[src/rtl/rvn_pkg.sv]
`timescale 1ns / 1ps
// ============================================================================
// rvn_pkg
// Widths, constants, codes and the micro-program of the trend test block.
// ============================================================================
package rvn_pkg;

   // Series limits.
   localparam int SAMPLE_BITS = 24;
   localparam int MAX_POINTS  = 1024;

   // Field and datapath widths.
   localparam int SAMPLE_W   = 24;
   localparam int COUNT_W    = 11;
   localparam int SUM_W      = 34;
   localparam int SQ_W       = 58;
   localparam int CRIT_W     = 16;
   localparam int RATIO_W    = 19;
   localparam int QUO_W      = RATIO_W + 1;
   localparam int ACC_W      = 88;
   localparam int OPA_W      = 34;
   localparam int OPB_W      = 12;
   localparam int PROD_W     = OPA_W + OPB_W;
   localparam int DEN_SHIFT  = QUO_W - 1;
   localparam int CSR_IDX_W  = 2;
   localparam int REQ_DATA_W = 24;
   localparam int RSP_USED_W = COUNT_W + RATIO_W + 1 + 2;
   localparam int RSP_DATA_W = ((RSP_USED_W + 7) / 8) * 8;
   localparam int RSP_PAD_W  = RSP_DATA_W - RSP_USED_W;

   // Micro-program layout.
   localparam int STEP_W    = 6;
   localparam int DIV_FIRST = 15;
   localparam int STEP_LAST = DIV_FIRST + QUO_W - 1;

   localparam logic [SAMPLE_W-1:0] SAMPLE_MASK =
      SAMPLE_W'((64'd1 << SAMPLE_BITS) - 64'd1);
   localparam logic [COUNT_W-1:0] COUNT_MAX = COUNT_W'(MAX_POINTS);
   localparam logic [RATIO_W-1:0] RATIO_MAX = '1;

   // Reset values of the critical ratios, unsigned Q0.16.
   localparam logic [CRIT_W-1:0] CRIT_FOUR_RESET  = 16'd51151;
   localparam logic [CRIT_W-1:0] CRIT_FIVE_RESET  = 16'd53766;
   localparam logic [CRIT_W-1:0] CRIT_SIX_RESET   = 16'd58340;
   localparam logic [CRIT_W-1:0] CRIT_SEVEN_RESET = 16'd61335;

   typedef enum logic [CSR_IDX_W-1:0] {
      CSR_CRIT_FOUR  = 2'd0,
      CSR_CRIT_FIVE  = 2'd1,
      CSR_CRIT_SIX   = 2'd2,
      CSR_CRIT_SEVEN = 2'd3
   } csr_index_type;

   typedef enum logic [1:0] {
      VERDICT_NONE     = 2'd0,
      VERDICT_TREND    = 2'd1,
      VERDICT_NO_TREND = 2'd2
   } verdict_type;

   // Multiplier operand A selection.
   typedef enum logic [2:0] {
      A_XM   = 3'd0,
      A_DM   = 3'd1,
      A_Q_LO = 3'd2,
      A_Q_HI = 3'd3,
      A_D_LO = 3'd4,
      A_D_HI = 3'd5,
      A_SUM  = 3'd6
   } a_sel_type;

   // Multiplier operand B digit selection.
   typedef enum logic [2:0] {
      B_XM_LO = 3'd0,
      B_XM_HI = 3'd1,
      B_DM_LO = 3'd2,
      B_DM_HI = 3'd3,
      B_CNT   = 3'd4,
      B_SUM_0 = 3'd5,
      B_SUM_1 = 3'd6,
      B_SUM_2 = 3'd7
   } b_sel_type;

   // Weight of a partial product in the accumulator.
   typedef enum logic [2:0] {
      SH_0  = 3'd0,
      SH_12 = 3'd1,
      SH_16 = 3'd2,
      SH_24 = 3'd3,
      SH_34 = 3'd4,
      SH_50 = 3'd5
   } shift_type;

   typedef enum logic [2:0] {
      ACC_NONE   = 3'd0,
      ACC_LOAD_Q = 3'd1,
      ACC_LOAD_D = 3'd2,
      ACC_CLEAR  = 3'd3,
      ACC_ADD    = 3'd4,
      ACC_SUB    = 3'd5,
      ACC_DIV    = 3'd6
   } acc_op_type;

   typedef enum logic [1:0] {
      STORE_NONE = 2'd0,
      STORE_Q    = 2'd1,
      STORE_D    = 2'd2,
      STORE_DEN  = 2'd3
   } store_type;

   typedef struct packed {
      a_sel_type  a_sel;
      b_sel_type  b_sel;
      shift_type  shift;
      acc_op_type acc_op;
      store_type  store;
   } uop_type;

   localparam uop_type UOP_NOP = '{a_sel: A_XM, b_sel: B_XM_LO, shift: SH_0,
                                   acc_op: ACC_NONE, store: STORE_NONE};

   // Operands prepared when a sample is accepted.
   typedef struct packed {
      logic [SAMPLE_W-1:0] xm;
      logic [SAMPLE_W-1:0] dm;
      logic [SUM_W-1:0]    sum;
      logic [COUNT_W-1:0]  count;
      logic                fresh;
   } operand_type;

   // Sequencer status toward the top level.
   typedef struct packed {
      logic ready;
      logic finish;
   } seq_status_type;

   // One micro-op per step: update Q, update D, form n*Q - S*S,
   // form n*D scaled by 2^16, then restoring division steps.
   function automatic uop_type uop_at(input logic [STEP_W-1:0] step);
      uop_type uop;
      uop = UOP_NOP;
      case (step)
         6'd0: begin
            uop.acc_op = ACC_LOAD_Q;
         end
         6'd1: begin
            uop = '{A_XM, B_XM_LO, SH_0, ACC_ADD, STORE_NONE};
         end
         6'd2: begin
            uop = '{A_XM, B_XM_HI, SH_12, ACC_ADD, STORE_NONE};
         end
         6'd3: begin
            uop.acc_op = ACC_LOAD_D;
            uop.store  = STORE_Q;
         end
         6'd4: begin
            uop = '{A_DM, B_DM_LO, SH_0, ACC_ADD, STORE_NONE};
         end
         6'd5: begin
            uop = '{A_DM, B_DM_HI, SH_12, ACC_ADD, STORE_NONE};
         end
         6'd6: begin
            uop.acc_op = ACC_CLEAR;
            uop.store  = STORE_D;
         end
         6'd7: begin
            uop = '{A_Q_LO, B_CNT, SH_0, ACC_ADD, STORE_NONE};
         end
         6'd8: begin
            uop = '{A_Q_HI, B_CNT, SH_34, ACC_ADD, STORE_NONE};
         end
         6'd9: begin
            uop = '{A_SUM, B_SUM_0, SH_0, ACC_SUB, STORE_NONE};
         end
         6'd10: begin
            uop = '{A_SUM, B_SUM_1, SH_12, ACC_SUB, STORE_NONE};
         end
         6'd11: begin
            uop = '{A_SUM, B_SUM_2, SH_24, ACC_SUB, STORE_NONE};
         end
         6'd12: begin
            uop.acc_op = ACC_CLEAR;
            uop.store  = STORE_DEN;
         end
         6'd13: begin
            uop = '{A_D_LO, B_CNT, SH_16, ACC_ADD, STORE_NONE};
         end
         6'd14: begin
            uop = '{A_D_HI, B_CNT, SH_50, ACC_ADD, STORE_NONE};
         end
         default: begin
            if (step inside {[DIV_FIRST:STEP_LAST]}) begin
               uop.acc_op = ACC_DIV;
            end
         end
      endcase
      return uop;
   endfunction

endpackage

[src/rtl/rvn_mac.sv]
`timescale 1ns / 1ps
// ============================================================================
// rvn_mac
// Shared arithmetic unit: a 34x12 multiplier stage followed by one 88-bit
// add/subtract accumulator that also performs restoring division steps.
// ============================================================================
module rvn_mac (
   input  logic                              clock,
   input  logic                              reset,
   input  rvn_pkg::uop_type                  uop,
   input  rvn_pkg::operand_type              operands,
   output logic [rvn_pkg::RATIO_W-1:0]       ratio
);

   logic [rvn_pkg::PROD_W-1:0]  p_ff, p_in;
   rvn_pkg::shift_type          sh_ff;
   rvn_pkg::acc_op_type         op_ff;
   rvn_pkg::store_type          st_ff;
   logic [rvn_pkg::ACC_W-1:0]   acc_ff, acc_in;
   logic [rvn_pkg::ACC_W-1:0]   dsh_ff, dsh_in;
   logic [rvn_pkg::QUO_W-1:0]   quo_ff, quo_in;
   logic [rvn_pkg::SQ_W-1:0]    sq_ff, sq_in;
   logic [rvn_pkg::SQ_W-1:0]    dsq_ff, dsq_in;

   logic [rvn_pkg::OPA_W-1:0]   opa;
   logic [rvn_pkg::OPB_W-1:0]   opb;
   logic [rvn_pkg::ACC_W-1:0]   p_ext;
   logic [rvn_pkg::ACC_W-1:0]   p_shifted;
   logic [rvn_pkg::ACC_W-1:0]   opnd;
   logic                        use_sub;
   logic [rvn_pkg::ACC_W:0]     res;

   // Stage 1: operand selection and the multiply.
   always_comb begin
      case (uop.a_sel)
         rvn_pkg::A_XM:   opa = rvn_pkg::OPA_W'(operands.xm);
         rvn_pkg::A_DM:   opa = rvn_pkg::OPA_W'(operands.dm);
         rvn_pkg::A_Q_LO: opa = sq_ff[rvn_pkg::OPA_W-1:0];
         rvn_pkg::A_Q_HI: opa = rvn_pkg::OPA_W'(sq_ff[rvn_pkg::SQ_W-1:rvn_pkg::OPA_W]);
         rvn_pkg::A_D_LO: opa = dsq_ff[rvn_pkg::OPA_W-1:0];
         rvn_pkg::A_D_HI: opa = rvn_pkg::OPA_W'(dsq_ff[rvn_pkg::SQ_W-1:rvn_pkg::OPA_W]);
         rvn_pkg::A_SUM:  opa = operands.sum;
         default:         opa = '0;
      endcase
      case (uop.b_sel)
         rvn_pkg::B_XM_LO: opb = operands.xm[11:0];
         rvn_pkg::B_XM_HI: opb = operands.xm[23:12];
         rvn_pkg::B_DM_LO: opb = operands.dm[11:0];
         rvn_pkg::B_DM_HI: opb = operands.dm[23:12];
         rvn_pkg::B_CNT:   opb = rvn_pkg::OPB_W'(operands.count);
         rvn_pkg::B_SUM_0: opb = operands.sum[11:0];
         rvn_pkg::B_SUM_1: opb = operands.sum[23:12];
         rvn_pkg::B_SUM_2: opb = rvn_pkg::OPB_W'(operands.sum[33:24]);
         default:          opb = '0;
      endcase
      p_in = rvn_pkg::PROD_W'(opa) * rvn_pkg::PROD_W'(opb);
   end

   always_ff @(posedge clock) begin
      p_ff  <= p_in;
      sh_ff <= uop.shift;
   end

   always_ff @(posedge clock) begin
      if (reset) begin
         op_ff <= rvn_pkg::ACC_NONE;
         st_ff <= rvn_pkg::STORE_NONE;
      end else begin
         op_ff <= uop.acc_op;
         st_ff <= uop.store;
      end
   end

   // Stage 2: weight the product and run the shared add/subtract.
   always_comb begin
      p_ext = rvn_pkg::ACC_W'(p_ff);
      case (sh_ff)
         rvn_pkg::SH_0:  p_shifted = p_ext;
         rvn_pkg::SH_12: p_shifted = p_ext << 12;
         rvn_pkg::SH_16: p_shifted = p_ext << 16;
         rvn_pkg::SH_24: p_shifted = p_ext << 24;
         rvn_pkg::SH_34: p_shifted = p_ext << 34;
         rvn_pkg::SH_50: p_shifted = p_ext << 50;
         default:        p_shifted = p_ext;
      endcase
      opnd    = (op_ff == rvn_pkg::ACC_DIV) ? dsh_ff : p_shifted;
      use_sub = (op_ff == rvn_pkg::ACC_SUB) || (op_ff == rvn_pkg::ACC_DIV);
      res     = use_sub ? ({1'b0, acc_ff} - {1'b0, opnd})
                        : ({1'b0, acc_ff} + {1'b0, opnd});
   end

   // Accumulator, divisor shift register, quotient and stored square sums.
   always_comb begin
      acc_in = acc_ff;
      dsh_in = dsh_ff;
      quo_in = quo_ff;
      sq_in  = sq_ff;
      dsq_in = dsq_ff;
      case (op_ff)
         rvn_pkg::ACC_LOAD_Q: acc_in = operands.fresh ? '0 : rvn_pkg::ACC_W'(sq_ff);
         rvn_pkg::ACC_LOAD_D: acc_in = operands.fresh ? '0 : rvn_pkg::ACC_W'(dsq_ff);
         rvn_pkg::ACC_CLEAR:  acc_in = '0;
         rvn_pkg::ACC_ADD,
         rvn_pkg::ACC_SUB:    acc_in = res[rvn_pkg::ACC_W-1:0];
         rvn_pkg::ACC_DIV: begin
            // A remainder that stays non-negative sets the quotient bit.
            if (!res[rvn_pkg::ACC_W]) begin
               acc_in = res[rvn_pkg::ACC_W-1:0];
            end
            quo_in = {quo_ff[rvn_pkg::QUO_W-2:0], !res[rvn_pkg::ACC_W]};
            dsh_in = dsh_ff >> 1;
         end
         default: acc_in = acc_ff;
      endcase
      case (st_ff)
         rvn_pkg::STORE_Q:   sq_in  = acc_ff[rvn_pkg::SQ_W-1:0];
         rvn_pkg::STORE_D:   dsq_in = acc_ff[rvn_pkg::SQ_W-1:0];
         rvn_pkg::STORE_DEN: dsh_in = acc_ff << rvn_pkg::DEN_SHIFT;
         default:            sq_in  = sq_ff;
      endcase
   end

   always_ff @(posedge clock) begin
      acc_ff <= acc_in;
      dsh_ff <= dsh_in;
      quo_ff <= quo_in;
      sq_ff  <= sq_in;
      dsq_ff <= dsq_in;
   end

   // A quotient of 2^19 or more, including a zero denominator, saturates.
   assign ratio = quo_ff[rvn_pkg::QUO_W-1] ? rvn_pkg::RATIO_MAX
                                          : quo_ff[rvn_pkg::RATIO_W-1:0];

endmodule

[config.mk]
export PLATFORM = sky130hd
export DESIGN_NAME = rvn_mac
export DESIGN_NICKNAME = d
export VERILOG_FILES = /design/src/rtl/rvn_pkg.sv /design/src/rtl/rvn_mac.sv
export SDC_FILE = /design/constraint.sdc
export NUM_CORES = 2
export LEC_CHECK = 0
export BUFFER_PORTS_ARGS = -buffer_cell sky130_fd_sc_hd__buf_2
export CORE_MARGIN = 2
export CORE_UTILIZATION = 45
export DETAILED_ROUTE_END_ITERATION = 12
export GPL_TIMING_DRIVEN = 0
export HOLD_SLACK_MARGIN = 0.12
export PLACE_DENSITY = 0.73
export SYNTH_ARGS = -nofsm -noshare
export SYNTH_HDL_FRONTEND = slang
export SYNTH_SLANG_ARGS = --single-unit
[constraint.sdc]
create_clock -name clock -period 19.1 [get_ports clock]
set_input_delay 1.91 -clock clock [delete_from_list [all_inputs] [get_ports clock]]
set_output_delay 1.91 -clock clock [all_outputs]
set_load 0.05 [all_outputs]
==> results.txt <==
----------------------------------------------------
[Outcome]
  Result of the run ... complete, but fails checks
  Violations in the final reports ... capacitance limit, slew limit

[Logic synthesis]
  Post-Syn Area ... 37360 sq um
  Syn_area_per_cell ... 8.856 sq um
  Most area-consuming cells after synthesis ... sky130_fd_sc_hd__edfxtp_1 24%, sky130_fd_sc_hd__fa_1 17%, sky130_fd_sc_hd__nand2_1 6.4%
  Dominant cell by count in the synthesized netlist ... sky130_fd_sc_hd__nand2_1
  Post-synthesis async set-or-reset flop share ... 0%
  Synth top area share ... 23.55%
  Synth top cells by count ... 635 x sky130_fd_sc_hd__nand2_1, 383 x sky130_fd_sc_hd__inv_1, 321 x sky130_fd_sc_hd__fa_1, 309 x sky130_fd_sc_hd__o21ai_0, 293 x sky130_fd_sc_hd__edfxtp_1
  Number of unique standard cell types used by synthesis ... 92
  Post-synth net total ... roughly 4800
  Register area share after synthesis ... 27.46%
  Synth Register Bits ... about 370
  Cell type with the largest total area after synthesis ... sky130_fd_sc_hd__edfxtp_1
  Prevailing post-synth register cell ... sky130_fd_sc_hd__edfxtp_1
  Number of enable flip-flop cells after synthesis ... 293
  Cell count after synthesis ... ~4200
  Yosys warning count ... 0

[Clock tree]
  Master cell of the clock root buffer ... sky130_fd_sc_hd__clkbuf_16
  TritonCTS sink count ... 366
  Buffer count from post-CTS setup fixing ... 0
  Register clock-pin slew on the reported worst setup and hold paths ... 0.07 ns
  Number of hold-repair buffers added at the cts stage ... 0
  Count of H-tree levels built during CTS ... 2
  Insertion delay of the later-clocked pin in the worst-skew pair ... around 0.64 ns
  Post-cts repair resize count ... 0
  CTS tree ... built
  Maximum clock path buffer count ... 3
  Number of clock buffers inserted by TritonCTS ... 44

[Cells and area]
  Filler Cell Count ... approximately 7700
  Area taken by multi-input logic gates ... 24650 sq um
  Proportion of layout cells with a drive suffix above 1 ... 7.286%
  Area overhead of the layout relative to synthesis ... 9.896%
  Storage cell area ... between 10000 and 15000 sq um
  Post-route non-filler standard cell count ... 5505
  Post-route cell area ... around 41000 sq um
  Count of nets after finishing ... about 5000

[Power and ir drop]
  Power Dens Cells ... around 170 nW/um^2
  Leakage power of the design ... roughly 0.017 uW
  Worst IR Drop VDD ... 203.0 uV
  Total Power Consumption ... 6828 uW

[Routing]
  Via count ... 34188
  Total iterations of the first detailed-routing run ... 6
  Number of DRC violations after detailed routing ... 0
  Number of nets with antenna violations after routing ... 0
  Number of DRC markers in iteration 0 ... 4711
  Routed len/inst ... 27.10 microns
  DR vias/cell ... 6.210
  Routed wire length ... 149200 microns

[Timing]
  Maximum clock frequency ... approximately 80 MHz
  Pins Over Slew Limit ... 8
  Final clock period utilization by the worst path ... 66.84%
  Final critical-path required period ... 12.77 ns
  Hold slack ... approximately 0.44 ns
  Unrepaired setup endpoints after global routing ... no
  Setup violations, final ... 0
  Setup clock skew after layout ... approximately 0.044 ns
  Total negative setup slack ... 0 ns
  Worst slew slack as a fraction of its limit ... -8.325%
  Final hold violation count ... 0
  Worst-margin pin slew ... ~1.6 ns

[Setup path]
  Worst R2R Start ... op_ff[2]
  Endpoint of the most critical register-to-register path ... acc_ff[11]
  Critical Path End Type ... flop
  Critical path buffers and inverters ... 13
  Number of gates on the worst path with buffers counted ... 36
  Maximum fanout encountered on the critical timing path ... 54
  CP peak stage delay ... ~0.83 ns
  Capturing element of the worst setup path ... acc_ff[11]
  Required time at the endpoint of the critical path ... 19.38 ns
  Kind of start point of the critical path ... flop
  Library cell contributing the largest single delay on the critical path ... sky130_fd_sc_hd__a2111oi_0
  Most Frequent Cell on Critical Path ... sky130_fd_sc_hd__clkbuf_1
  Cell depth of the worst flop-to-flop path ... 36
  Start point of the critical path ... op_ff[2]
  Worst Path Arrival ... around 13 ns
  Worst Path Class, Setup ... reg -> reg
  R2r setup slk ... roughly 6.3 ns
  Top cell family by delay on the critical path ... buffers and inverters

[Floorplan]
  Number of I/O pins ... ~130
  Initial standard-cell utilization of the core ... 45.50%
  Core outline area ... approximately 82000 sq um
  Total Die Area ... 85350 sq um
  Die X ... 292.1 microns
  Std cell rows ... 105
  Vertical die dimension ... 292.1 microns

[Place]
  DP Area ... ~40000 sq um
  Count of input and output buffers ... between 100 and 150
  Last weighted congestion value of the routability-driven placer ... 1.076
  Cell count after placement ... 5421
  Placed wire-length estimate after detailed placement ... 119100 microns

[Global route]
  Number of global-route vias before repair ... 32841
  Wire length of the first global-routing pass ... approximately 220000 microns
  Pin count of the biggest net entering global routing ... 55
  Gr usage total ... 34.66%
  Initial antenna violation count ... 3
  Sum of overflow across all layers after global routing ... 0

[Worst hold path]
  Class of the tightest hold or removal check ... reg -> reg

[Job]
  Count of maximum capacitance violations ... 2

----------------------------------------------------
==> worst reg2reg max path, delay by kind of cell, from the launching register on <==
family | cells | cell delay, ns
xor+xnor | 1 | 0.22
flops | 1 | 0.31
compound gates | 13 | 4.44
simple gates | 7 | 1.37
buf+inv | 13 | 5.44
fa+ha+maj | 2 | 0.61
==> per-layer routing <==
layer	track usage (%)	up-vias	part of all wire, %
met3	7.672	462	11
met2	51.14	2192	42
met4	20.54	2	7.3
li1	-	14872	-
met1	46.69	16660	39
met5	0	-	0.011
==> final cells by class <==
| cell class | instances | area share (%) |
|---|---|---|
| antenna | 2 | 0.01219 |
| buffer | 268 | 2.544 |
| clock buffer | 55 | 2.883 |
| clock inverter | 27 | 0.8685 |
| inverter | 384 | 3.510 |
| multi-input combinational | 3201 | 60.05 |
| sequential | 366 | 24.99 |
| tap | 1070 | 3.261 |
| timing repair buffer | 132 | 1.886 |
==> report_power, final <==
group / internal, uW / total, uW / switching, uW
clock network: 517 / 913 / 396
registers: 1060 / 1330 / 276
logic: 1750 / 4580 / 2830
total: 3320 / 6830 / 3500
==> cells by family (layout without fill, tap and decap cells) <==
group / Yosys count / after routing / synth area share, %
fa+ha+maj: 494 / 494 / 22.99
simple gates: 1313 / 1313 / 16.05
compound gates: 1063 / 1063 / 18.04
other cells: 0 / 2 / 0
flops: 366 / 366 / 27.46
buf+inv: 652 / 866 / 6.651
mux: 125 / 125 / 3.975
xor+xnor: 206 / 206 / 4.829
==> flip-flops by register name, indices dropped and copies added (netlist names) <==
signal / count
acc_ff: 88
dsh_ff: 88
dsq_ff: 58
op_ff: 3
p_ff: 46
quo_ff: 20
sh_ff: 3
sq_ff: 58
st_ff: 2
==> cells in the final DEF, fill, tap and decap left out, drive strengths merged, types with 167 or more instances in the layout <==
cell,Yosys,layout
nand2,635,635
inv,384,386
fa,321,321
o21ai,313,313
edfxtp,293,293
clkbuf,233,288
a21oi,252,252
nor2,244,244
ha,173,173
buf,35,167
==> how the worst min path moves through the flow <==
stage,slack [ns],end,cells after the start,startpoint
2_1_floorplan,0.42,quo_ff[10],0,quo_ff[9]
3_5_place_dp,0.42,quo_ff[15],0,quo_ff[14]
4_1_cts,0.44,quo_ff[15],0,quo_ff[14]
5_1_grt,0.44,quo_ff[15],0,quo_ff[14]
3_3_place_gp,0.42,quo_ff[5],0,quo_ff[4]
6_report,0.44,quo_ff[15],0,quo_ff[14]
==> stage by stage <==
stage                     setup WS, ns  util (%)
final                            6.334     50.01
after global routing             6.071     50.00
after CTS                        6.872     50.00
after detailed placement         6.969     48.12
after global placement           5.945     47.89
after floorplan                  9.628         -
(Power assumes the default switching activity.)
